<file path="config.mk">
export PLATFORM = sky130hd
export DESIGN_NAME = joypad_poll_response_builder_unit_flat
export DESIGN_NICKNAME = d
export VERILOG_FILES = /design/src/rtl/jprb_pkg.sv /design/src/rtl/jprb_if.sv /design/src/rtl/jprb_in_stage.sv /design/src/rtl/jprb_builder.sv /design/src/rtl/jprb_serializer.sv /design/src/rtl/joypad_poll_response_builder_unit.sv /design/src/flat_wrapper.sv
export SDC_FILE = /design/constraint.sdc
export NUM_CORES = 1
export LEC_CHECK = 0
export BUFFER_PORTS_ARGS = -buffer_cell sky130_fd_sc_hd__buf_2
export CAP_MARGIN = 10
export CORE_MARGIN = 3
export CORE_UTILIZATION = 59
export DETAILED_ROUTE_END_ITERATION = 16
export PLACE_DENSITY = 0.92
export SLEW_MARGIN = 10
export SYNTH_ARGS = -nofsm -noshare
export SYNTH_HDL_FRONTEND = slang
export SYNTH_SLANG_ARGS = --single-unit
export TNS_END_PERCENT = 100
</file>
<file path="constraint.sdc">
create_clock -name clock -period 12.4 [get_ports clock]
set_input_delay 1.86 -clock clock [delete_from_list [all_inputs] [get_ports clock]]
set_output_delay 1.86 -clock clock [all_outputs]
set_load 0.01 [all_outputs]
</file>
<file path="src/rtl/jprb_pkg.sv">
// shared types, command codes and reply constants for the joypad poll response builder
// no dependencies; used by every file under rtl

package jprb_pkg;

   localparam int REPLY_MAX = 10;
   localparam int CNT_W     = $clog2(REPLY_MAX + 1);

   typedef logic [7:0] octet_type;
   typedef logic [11:0] sample_type;
   typedef logic [CNT_W-1:0] count_type;

   // first command byte
   localparam octet_type CMD_IDENT   = 8'h00;
   localparam octet_type CMD_POLL    = 8'h40;
   localparam octet_type CMD_ORIGINS = 8'h41;
   localparam octet_type CMD_CALIB   = 8'h42;
   localparam octet_type CMD_RESET   = 8'hFF;

   // poll packing modes (second command byte)
   localparam octet_type PM_0 = 8'd0;
   localparam octet_type PM_1 = 8'd1;
   localparam octet_type PM_2 = 8'd2;
   localparam octet_type PM_3 = 8'd3;
   localparam octet_type PM_4 = 8'd4;
   localparam octet_type PM_5 = 8'd5;
   localparam octet_type PM_6 = 8'd6;
   localparam octet_type PM_7 = 8'd7;

   localparam octet_type ID_B0         = 8'h09;
   localparam octet_type ID_B1         = 8'h00;
   localparam octet_type ID_B2         = 8'h03;
   localparam octet_type ORIGIN_CENTER = 8'h80;
   localparam octet_type OCTET_ZERO    = 8'h00;

   localparam count_type ID_LEN    = count_type'(3);
   localparam count_type POLL_LEN  = count_type'(8);
   localparam count_type CALIB_LEN = count_type'(REPLY_MAX);

   localparam logic [12:0] SAMPLE_FULL = 13'd4095;

   typedef struct packed {
      octet_type  command;
      octet_type  poll_mode;
      octet_type  buttons_first;
      octet_type  buttons_second;
      sample_type stick_x;
      sample_type stick_y;
      sample_type cstick_x;
      sample_type cstick_y;
      octet_type  right_trigger;
      octet_type  left_trigger;
   } req_type;

   // data[0] goes out first
   typedef struct packed {
      octet_type [REPLY_MAX-1:0] data;
      count_type                 count;
   } reply_type;

   // floor(s * 255 / 4095): t = s*255 = a*4096 + b = a*4095 + (a + b), a + b < 2*4095
   function automatic octet_type scale_sample(input sample_type s);
      logic [19:0] t;
      logic [12:0] sum;
      octet_type   a;
      t   = {s, 8'd0} - {8'd0, s};
      a   = t[19:12];
      sum = {5'd0, a} + {1'b0, t[11:0]};
      return a + {7'd0, (sum >= SAMPLE_FULL)};
   endfunction

   function automatic octet_type pack_nibbles(input octet_type hi_src, input octet_type lo_src);
      return {hi_src[7:4], lo_src[7:4]};
   endfunction

endpackage

</file>
<file path="src/rtl/jprb_if.sv">
// valid/ready channel interfaces for the command side and the reply side
// depends on jprb_pkg

interface jprb_req_if;
   logic                   valid;
   logic                   ready;
   jprb_pkg::octet_type    command;
   jprb_pkg::octet_type    poll_mode;
   jprb_pkg::octet_type    buttons_first;
   jprb_pkg::octet_type    buttons_second;
   jprb_pkg::sample_type   stick_x;
   jprb_pkg::sample_type   stick_y;
   jprb_pkg::sample_type   cstick_x;
   jprb_pkg::sample_type   cstick_y;
   jprb_pkg::octet_type    right_trigger;
   jprb_pkg::octet_type    left_trigger;

   modport source (
      output valid, command, poll_mode, buttons_first, buttons_second,
             stick_x, stick_y, cstick_x, cstick_y, right_trigger, left_trigger,
      input  ready
   );
   modport sink (
      input  valid, command, poll_mode, buttons_first, buttons_second,
             stick_x, stick_y, cstick_x, cstick_y, right_trigger, left_trigger,
      output ready
   );
endinterface

interface jprb_rsp_if;
   logic                valid;
   logic                ready;
   jprb_pkg::octet_type reply_byte;
   logic                last_byte;

   modport source (output valid, reply_byte, last_byte, input ready);
   modport sink (input valid, reply_byte, last_byte, output ready);
endinterface

</file>
<file path="src/rtl/jprb_in_stage.sv">
// input register: holds one accepted command transaction with its pad state
// depends on jprb_pkg and jprb_req_if

module jprb_in_stage (
   input  logic              clock,
   input  logic              reset,
   jprb_req_if.sink          req_chan,
   input  logic              take,
   output logic              vld,
   output jprb_pkg::req_type data
);

   logic              vld_ff;
   logic              vld_in;
   jprb_pkg::req_type data_ff;

   assign req_chan.ready = !vld_ff || take;
   assign vld_in         = req_chan.ready ? req_chan.valid : vld_ff;

   always_ff @(posedge clock) begin
      if (reset) begin
         vld_ff <= 1'b0;
      end else begin
         vld_ff <= vld_in;
      end
   end

   always_ff @(posedge clock) begin
      if (req_chan.valid && req_chan.ready) begin
         data_ff <= '{command:        req_chan.command,
                      poll_mode:      req_chan.poll_mode,
                      buttons_first:  req_chan.buttons_first,
                      buttons_second: req_chan.buttons_second,
                      stick_x:        req_chan.stick_x,
                      stick_y:        req_chan.stick_y,
                      cstick_x:       req_chan.cstick_x,
                      cstick_y:       req_chan.cstick_y,
                      right_trigger:  req_chan.right_trigger,
                      left_trigger:   req_chan.left_trigger};
      end
   end

   assign vld  = vld_ff;
   assign data = data_ff;

endmodule

</file>
<file path="src/rtl/jprb_builder.sv">
// reply assembly: turns one registered command and pad state into the reply bytes and length
// depends on jprb_pkg

module jprb_builder (
   input  jprb_pkg::req_type   req_data,
   output jprb_pkg::reply_type reply
);

   always_comb begin
      jprb_pkg::octet_type sx;
      jprb_pkg::octet_type sy;
      jprb_pkg::octet_type cx;
      jprb_pkg::octet_type cy;
      jprb_pkg::octet_type rt;
      jprb_pkg::octet_type lt;

      sx = jprb_pkg::scale_sample(req_data.stick_x);
      sy = jprb_pkg::scale_sample(req_data.stick_y);
      cx = jprb_pkg::scale_sample(req_data.cstick_x);
      cy = jprb_pkg::scale_sample(req_data.cstick_y);
      rt = req_data.right_trigger;
      lt = req_data.left_trigger;

      reply = '0;

      unique case (req_data.command)
         jprb_pkg::CMD_IDENT, jprb_pkg::CMD_RESET: begin
            reply.data[0] = jprb_pkg::ID_B0;
            reply.data[1] = jprb_pkg::ID_B1;
            reply.data[2] = jprb_pkg::ID_B2;
            reply.count   = jprb_pkg::ID_LEN;
         end
         jprb_pkg::CMD_CALIB: begin
            reply.data[1] = jprb_pkg::ORIGIN_CENTER;
            reply.data[2] = jprb_pkg::ORIGIN_CENTER;
            reply.data[3] = jprb_pkg::ORIGIN_CENTER;
            reply.data[4] = jprb_pkg::ORIGIN_CENTER;
            reply.data[5] = jprb_pkg::ORIGIN_CENTER;
            reply.count   = jprb_pkg::CALIB_LEN;
         end
         jprb_pkg::CMD_POLL: begin
            reply.data[0] = req_data.buttons_first;
            reply.data[1] = req_data.buttons_second;
            reply.data[2] = sx;
            reply.data[3] = sy;
            reply.data[4] = cx;
            reply.data[5] = cy;
            reply.data[6] = rt;
            reply.data[7] = lt;
            reply.count   = jprb_pkg::POLL_LEN;
            unique case (req_data.poll_mode)
               jprb_pkg::PM_0, jprb_pkg::PM_5, jprb_pkg::PM_6, jprb_pkg::PM_7: begin
                  reply.data[6] = jprb_pkg::pack_nibbles(lt, rt);
                  reply.data[7] = jprb_pkg::OCTET_ZERO;
               end
               jprb_pkg::PM_1: begin
                  reply.data[4] = jprb_pkg::pack_nibbles(cx, cy);
                  reply.data[5] = lt;
                  reply.data[6] = rt;
                  reply.data[7] = jprb_pkg::OCTET_ZERO;
               end
               jprb_pkg::PM_2: begin
                  reply.data[4] = jprb_pkg::pack_nibbles(cx, cy);
                  reply.data[5] = jprb_pkg::pack_nibbles(lt, rt);
                  reply.data[6] = jprb_pkg::OCTET_ZERO;
                  reply.data[7] = jprb_pkg::OCTET_ZERO;
               end
               jprb_pkg::PM_3: begin
                  reply.data[6] = lt;
                  reply.data[7] = rt;
               end
               jprb_pkg::PM_4: begin
                  reply.data[6] = jprb_pkg::OCTET_ZERO;
                  reply.data[7] = jprb_pkg::OCTET_ZERO;
               end
               // undefined modes keep sticks and triggers unpacked
               default: begin
               end
            endcase
         end
         // origins and unknown commands get no reply
         default: begin
         end
      endcase
   end

endmodule

</file>
<file path="src/rtl/jprb_serializer.sv">
// reply register: loads a whole reply and shifts it out one byte per transaction
// depends on jprb_pkg and jprb_rsp_if

module jprb_serializer (
   input  logic                clock,
   input  logic                reset,
   input  logic                load_valid,
   input  jprb_pkg::reply_type reply,
   output logic                take,
   jprb_rsp_if.source          rsp_chan
);

   jprb_pkg::octet_type [jprb_pkg::REPLY_MAX-1:0] data_ff;
   jprb_pkg::count_type                           rem_ff;
   jprb_pkg::count_type                           rem_in;
   logic                                          fire;
   logic                                          on_last;

   assign on_last = (rem_ff == jprb_pkg::count_type'(1));
   assign fire    = rsp_chan.valid && rsp_chan.ready;
   // load when empty or when the final byte leaves this cycle
   assign take    = load_valid && ((rem_ff == '0) || (fire && on_last));

   always_comb begin
      priority if (take) begin
         rem_in = reply.count;
      end else if (fire) begin
         rem_in = rem_ff - jprb_pkg::count_type'(1);
      end else begin
         rem_in = rem_ff;
      end
   end

   always_ff @(posedge clock) begin
      if (reset) begin
         rem_ff <= '0;
      end else begin
         rem_ff <= rem_in;
      end
   end

   always_ff @(posedge clock) begin
      priority if (take) begin
         data_ff <= reply.data;
      end else if (fire) begin
         data_ff <= {jprb_pkg::OCTET_ZERO, data_ff[jprb_pkg::REPLY_MAX-1:1]};
      end
   end

   assign rsp_chan.valid      = (rem_ff != '0);
   assign rsp_chan.reply_byte = data_ff[0];
   assign rsp_chan.last_byte  = on_last;

endmodule

</file>
<file path="src/rtl/joypad_poll_response_builder_unit.sv">
// top level of the joypad poll response builder
// depends on jprb_pkg, jprb_if, jprb_in_stage, jprb_builder, jprb_serializer
//
// usage:
//   req_chan takes one command transaction: the two command bytes and the current
//   pad state (buttons, four 12-bit stick samples, two trigger bytes).
//   rsp_chan gives the reply bytes in transmission order, last_byte high on the
//   final one: 3 bytes for identify/reset, 8 for poll, 10 for calibrate, and
//   nothing at all for origins or any unknown command.
//   with the reply register idle, an accepted command passes through the input
//   register, the reply assembly and the reply register, in that order, before
//   its first reply byte is valid.
//   the reply register shifts out one reply byte per cycle while the receiver is
//   ready, and replies follow each other back to back.
//   the input register takes the next command while a reply is still going out.
//   reset clears both valid flags; no reply is in flight afterwards.
//   when the receiver stalls, the current byte holds and, once the input
//   register is full, req_chan.ready stays low until the final byte of the
//   current reply is taken.

module joypad_poll_response_builder_unit (
   input logic        clock,
   input logic        reset,
   jprb_req_if.sink   req_chan,
   jprb_rsp_if.source rsp_chan
);

   logic                in_vld;
   logic                take;
   jprb_pkg::req_type   in_data;
   jprb_pkg::reply_type reply;

   jprb_in_stage u_in_stage (
      .clock    (clock),
      .reset    (reset),
      .req_chan (req_chan),
      .take     (take),
      .vld      (in_vld),
      .data     (in_data)
   );

   jprb_builder u_builder (
      .req_data (in_data),
      .reply    (reply)
   );

   jprb_serializer u_serializer (
      .clock      (clock),
      .reset      (reset),
      .load_valid (in_vld),
      .reply      (reply),
      .take       (take),
      .rsp_chan   (rsp_chan)
   );

endmodule

</file>
<file path="src/flat_wrapper.sv">
// flat-port wrapper written by rule: the top's interface ports become plain ports
module joypad_poll_response_builder_unit_flat 
  (clock, reset, req_chan_valid, req_chan_command, req_chan_poll_mode, req_chan_buttons_first, req_chan_buttons_second, req_chan_stick_x, req_chan_stick_y, req_chan_cstick_x, req_chan_cstick_y, req_chan_right_trigger, req_chan_left_trigger, req_chan_ready, rsp_chan_valid, rsp_chan_reply_byte, rsp_chan_last_byte, rsp_chan_ready);
  jprb_req_if req_chan_i ();
  jprb_rsp_if rsp_chan_i ();
  input logic clock;
  input logic reset;
  input wire logic [$bits(req_chan_i.valid)-1:0] req_chan_valid;
  input wire logic [$bits(req_chan_i.command)-1:0] req_chan_command;
  input wire logic [$bits(req_chan_i.poll_mode)-1:0] req_chan_poll_mode;
  input wire logic [$bits(req_chan_i.buttons_first)-1:0] req_chan_buttons_first;
  input wire logic [$bits(req_chan_i.buttons_second)-1:0] req_chan_buttons_second;
  input wire logic [$bits(req_chan_i.stick_x)-1:0] req_chan_stick_x;
  input wire logic [$bits(req_chan_i.stick_y)-1:0] req_chan_stick_y;
  input wire logic [$bits(req_chan_i.cstick_x)-1:0] req_chan_cstick_x;
  input wire logic [$bits(req_chan_i.cstick_y)-1:0] req_chan_cstick_y;
  input wire logic [$bits(req_chan_i.right_trigger)-1:0] req_chan_right_trigger;
  input wire logic [$bits(req_chan_i.left_trigger)-1:0] req_chan_left_trigger;
  output wire logic [$bits(req_chan_i.ready)-1:0] req_chan_ready;
  output wire logic [$bits(rsp_chan_i.valid)-1:0] rsp_chan_valid;
  output wire logic [$bits(rsp_chan_i.reply_byte)-1:0] rsp_chan_reply_byte;
  output wire logic [$bits(rsp_chan_i.last_byte)-1:0] rsp_chan_last_byte;
  input wire logic [$bits(rsp_chan_i.ready)-1:0] rsp_chan_ready;
  assign req_chan_i.valid = req_chan_valid;
  assign req_chan_i.command = req_chan_command;
  assign req_chan_i.poll_mode = req_chan_poll_mode;
  assign req_chan_i.buttons_first = req_chan_buttons_first;
  assign req_chan_i.buttons_second = req_chan_buttons_second;
  assign req_chan_i.stick_x = req_chan_stick_x;
  assign req_chan_i.stick_y = req_chan_stick_y;
  assign req_chan_i.cstick_x = req_chan_cstick_x;
  assign req_chan_i.cstick_y = req_chan_cstick_y;
  assign req_chan_i.right_trigger = req_chan_right_trigger;
  assign req_chan_i.left_trigger = req_chan_left_trigger;
  assign req_chan_ready = req_chan_i.ready;
  assign rsp_chan_valid = rsp_chan_i.valid;
  assign rsp_chan_reply_byte = rsp_chan_i.reply_byte;
  assign rsp_chan_last_byte = rsp_chan_i.last_byte;
  assign rsp_chan_i.ready = rsp_chan_ready;
  joypad_poll_response_builder_unit u_core (.clock(clock), .reset(reset), .req_chan(req_chan_i), .rsp_chan(rsp_chan_i));
endmodule
</file>
==> results.py <==
metrics = {
    "cts": {
        "postCtsSetupBuffers": 0,
        "cts-resized-gates": 0,
        "ctsHoldBuffers": 0,
        "cts_max_level": 4,
        "numCtsBuffers": 17,
        "cts_tree": "done",
        "cts_max_path_buffers": 2,
        "clkTransAtPathRegs_ns": 0.07,
        "clock-sinks": 165,
        "root_buffer": "clkbuf_16",
        "clk_latency_ns": 0.44,
    },
    "detailed_routing": {
        "wl_per_cell_um": 18.0,
        "num_vias": 8427,
        "via_per_inst": 6.35,
        "drc": 0,
        "antenna_left": 0,
        "routed_wl_mm": 23.9,
        "drt-initial-drc-count": 849,
        "dr.pass1.iters": 7,
    },
    "global_route": {
        "grt_pass1_wl_mm": 38.8,
        "grt_pass1_vias": 7976,
        "overflow": 0,
        "grt_max_degree": 72,
        "antenna_found_initial": 0,
        "grt_util_all_layers": 0.245,
    },
    "timing": {
        "finalSetupViolations": 0,
        "finalMaxSlewViolations": 0,
        "fmax_mhz": 169,
        "min_period_ns": 5.91,
        "fin_ws_ns": 6.49,
        "worstMarginPinSlew_ns": 0.997,
        "relSlewSlack": 0.334,
        "hold_violations": 0,
        "min_period_over_period": 0.476,
        "rsz0062_at_grt": "no",
        "setup_tns_ns": 0,
        "skew_ns": 0.0103,
    },
    "worst_setup_path": {
        "worst_ep_required_time_ns": 12.65,
        "crit_path_top_delay_cell": "a211oi_2",
        "startpoint_type": "flip-flop",
        "critical_path_buf_inv_count": 2,
        "cp_max_fo": 9,
        "worstPathArrival_ns": 6.16,
        "crit_top_cell": "o21ai_0",
        "slowest_delay_ns": 0.52,
        "crit_path_end_kind": "flip-flop",
        "crit_chain": "inv_1, ha_1, a21o_1, a21o_1, a211oi_2, nand2_1, xnor2_1, inv_1, fa_1, nor2b_1, o21ai_0, a21oi_1, o21ai_0, a21boi_0, o21a_1, o21ai_0, a211oi_1, ha_1, nor2b_1, a41oi_1, a211oi_1, nor3_1, a221oi_1",
        "cpLargestDelayFamily": "compound AO/OA/AOI/OAI gates",
        "critPathKind": "flip-flop to flip-flop",
    },
    "floorplanning": {
        "io_pins": 111,
        "coreArea_mm2": 0.0173,
        "start_util": 0.604,
        "die_x_um": 139,
        "rows": 48,
        "die_h_um": 139,
        "dieArea_mm2": 0.0194,
    },
    "placement": {
        "placed_cells": 1296,
        "place_ws_ns": 6.58,
        "gp_congestion": 0.950,
        "hpwl_mm": 16.9,
        "io_buffers": 110,
    },
    "synthesis": {
        "ys_ff_latch": 165,
        "netlist_top_cells_area": "edfxtp_1 46%, ha_1 7.4%, xnor2_1 4.9%",
        "yosysTopAreaCellShare": 0.460,
        "synth_area_leader_cell": "edfxtp_1",
        "netlist_top_cells_count": "160 x edfxtp_1, 71 x inv_1, 70 x nand2_1",
        "synth_edf_count": 160,
        "syn_area_mm2": 0.0105,
        "async_flop_share": 0,
        "yosysWarnings": 0,
        "syn_avg_cell_area_um2": 10.5,
        "ys_types": 79,
        "synth_nets": 1165,
        "netlist_instances": 999,
        "seq_area_frac_synth": 0.469,
        "synth.most_common_cell": "edfxtp_1",
        "ys_dominant_reg_cell": "edfxtp_1",
    },
    "pwr": {
        "power_density_mw_per_mm2": 200,
        "clkPwrFrac": 0.242,
        "power_frac_comb": 0.358,
        "p_seq_frac": 0.400,
        "p_leak_uw": 0.00457,
        "swShare": 0.349,
        "p_switching_uw": 818,
        "peakVddDrop_mv": 0.207,
        "internal_power_uw": 1530,
    },
    "layout": {
        "area.growth.synth_to_final_pct": 12.4,
        "nets": 1256,
        "drive_gt1_frac": 0.148,
        "stdcell_count": 1328,
        "n_antenna_cell": 0,
        "nFillCells": 1226,
    },
    "outcome": {
        "status": "finished clean",
    },
    "worst_hold_path": {
        "worstHoldPathType": "flip-flop to flip-flop",
    },
    "run": {
        "drv_cap": 0,
    },
}
## worst paths after layout
check	slack, ns	from	cells past startpoint	endpoint
max	6.49	u_core.u_in_stage.data[61]$_DFFE_PP_	23	u_core.u_serializer.data_ff[23]$_DFFE_PP_
min	0.53	u_core.u_serializer.data_ff[27]$_DFFE_PP_	2	u_core.u_serializer.data_ff[19]$_DFFE_PP_
max reg2reg	6.49	u_core.u_in_stage.data[61]$_DFFE_PP_	23	u_core.u_serializer.data_ff[23]$_DFFE_PP_
min reg2reg	0.53	u_core.u_serializer.data_ff[27]$_DFFE_PP_	2	u_core.u_serializer.data_ff[19]$_DFFE_PP_
## flip-flops by register name (all words and copies together) (netlist names)
| name | count |
|---|---|
| u_core.u_serializer.rsp_chan.reply_byte | 8 |
| u_core.u_serializer.rem_ff | 4 |
| u_core.u_in_stage.vld | 1 |
| u_core.u_serializer.data_ff | 56 |
| u_core.u_in_stage.data | 96 |
## cell families after synthesis
group,Yosys count,synth area share
adder cells (fa/ha/maj),66,0.0819
multiplexers,8,0.00778
flip-flops,165,0.469
AND/OR/NAND/NOR,297,0.151
XOR/XNOR,93,0.0792
buffers and inverters,113,0.0442
AO/OA/AOI/OAI,257,0.167
## final cells by class
| cell class | count | area, µm² | area share |
|---|---|---|---|
| Clock buffer | 18 | 429 | 0.0365 |
| Clock inverter | 14 | 198 | 0.0168 |
| Inverter | 71 | 267 | 0.0227 |
| Multi-Input combinational cell | 721 | 5090 | 0.433 |
| Sequential cell | 165 | 4900 | 0.417 |
| Tap cell | 225 | 282 | 0.0240 |
| Timing Repair Buffer | 114 | 581 | 0.0494 |
## cells in the final DEF, fill, tap and decap left out, types with 9 or more instances in the layout
master / synthesis / routed
a22oi_1: 21 / 21
o21ai_0: 59 / 59
or4_1: 10 / 10
o21a_1: 16 / 16
buf_2: 0 / 110
inv_1: 71 / 71
nor2b_1: 17 / 17
a211oi_1: 13 / 13
edfxtp_1: 160 / 160
ha_1: 62 / 62
a22o_1: 22 / 22
nor2_1: 58 / 58
o21ai_1: 9 / 9
nand2_1: 70 / 70
nand3_1: 27 / 27
xnor2_1: 59 / 59
nor4_1: 12 / 12
a21oi_1: 45 / 45
nor3_1: 32 / 32
a21o_1: 11 / 11
nand4_1: 11 / 11
clkbuf_16: 0 / 17
xor2_1: 33 / 33
## power groups by stage
stage	combinational, µW	clock, µW	sequential (µW)
after floorplan	652	0	912
after CTS	831	569	935
after global routing	937	593	953
final	839	568	938
after global placement	781	0	936
after detailed placement	821	0	945
## through the flow
| step | total power (µW) | area, µm² | util | hold WS (ns) |
|---|---|---|---|---|
| after floorplan | 1560 | 10500 | - | 0.480 |
| after global placement | 1720 | 11100 | 0.643 | 0.502 |
| after detailed placement | 1770 | 11100 | 0.643 | 0.509 |
| after CTS | 2340 | 11800 | 0.680 | 0.526 |
| after global routing | 2480 | 11800 | 0.680 | 0.548 |
| final | 2350 | 11800 | 0.680 | 0.527 |
## layer usage
metal / global-route usage / share of wire
met1: 0.322 / 0.41
met2: 0.405 / 0.49
met3: 0.0369 / 0.074
met4: 0.110 / 0.028
met5: 0 / 0
## tightest hold or removal path, stage by stage, from the launching register on
cell      delay (ns)
edfxtp_1        0.32
nand2_1         0.04
o21ai_0         0.06
Power figures use the tool's default switching activity.
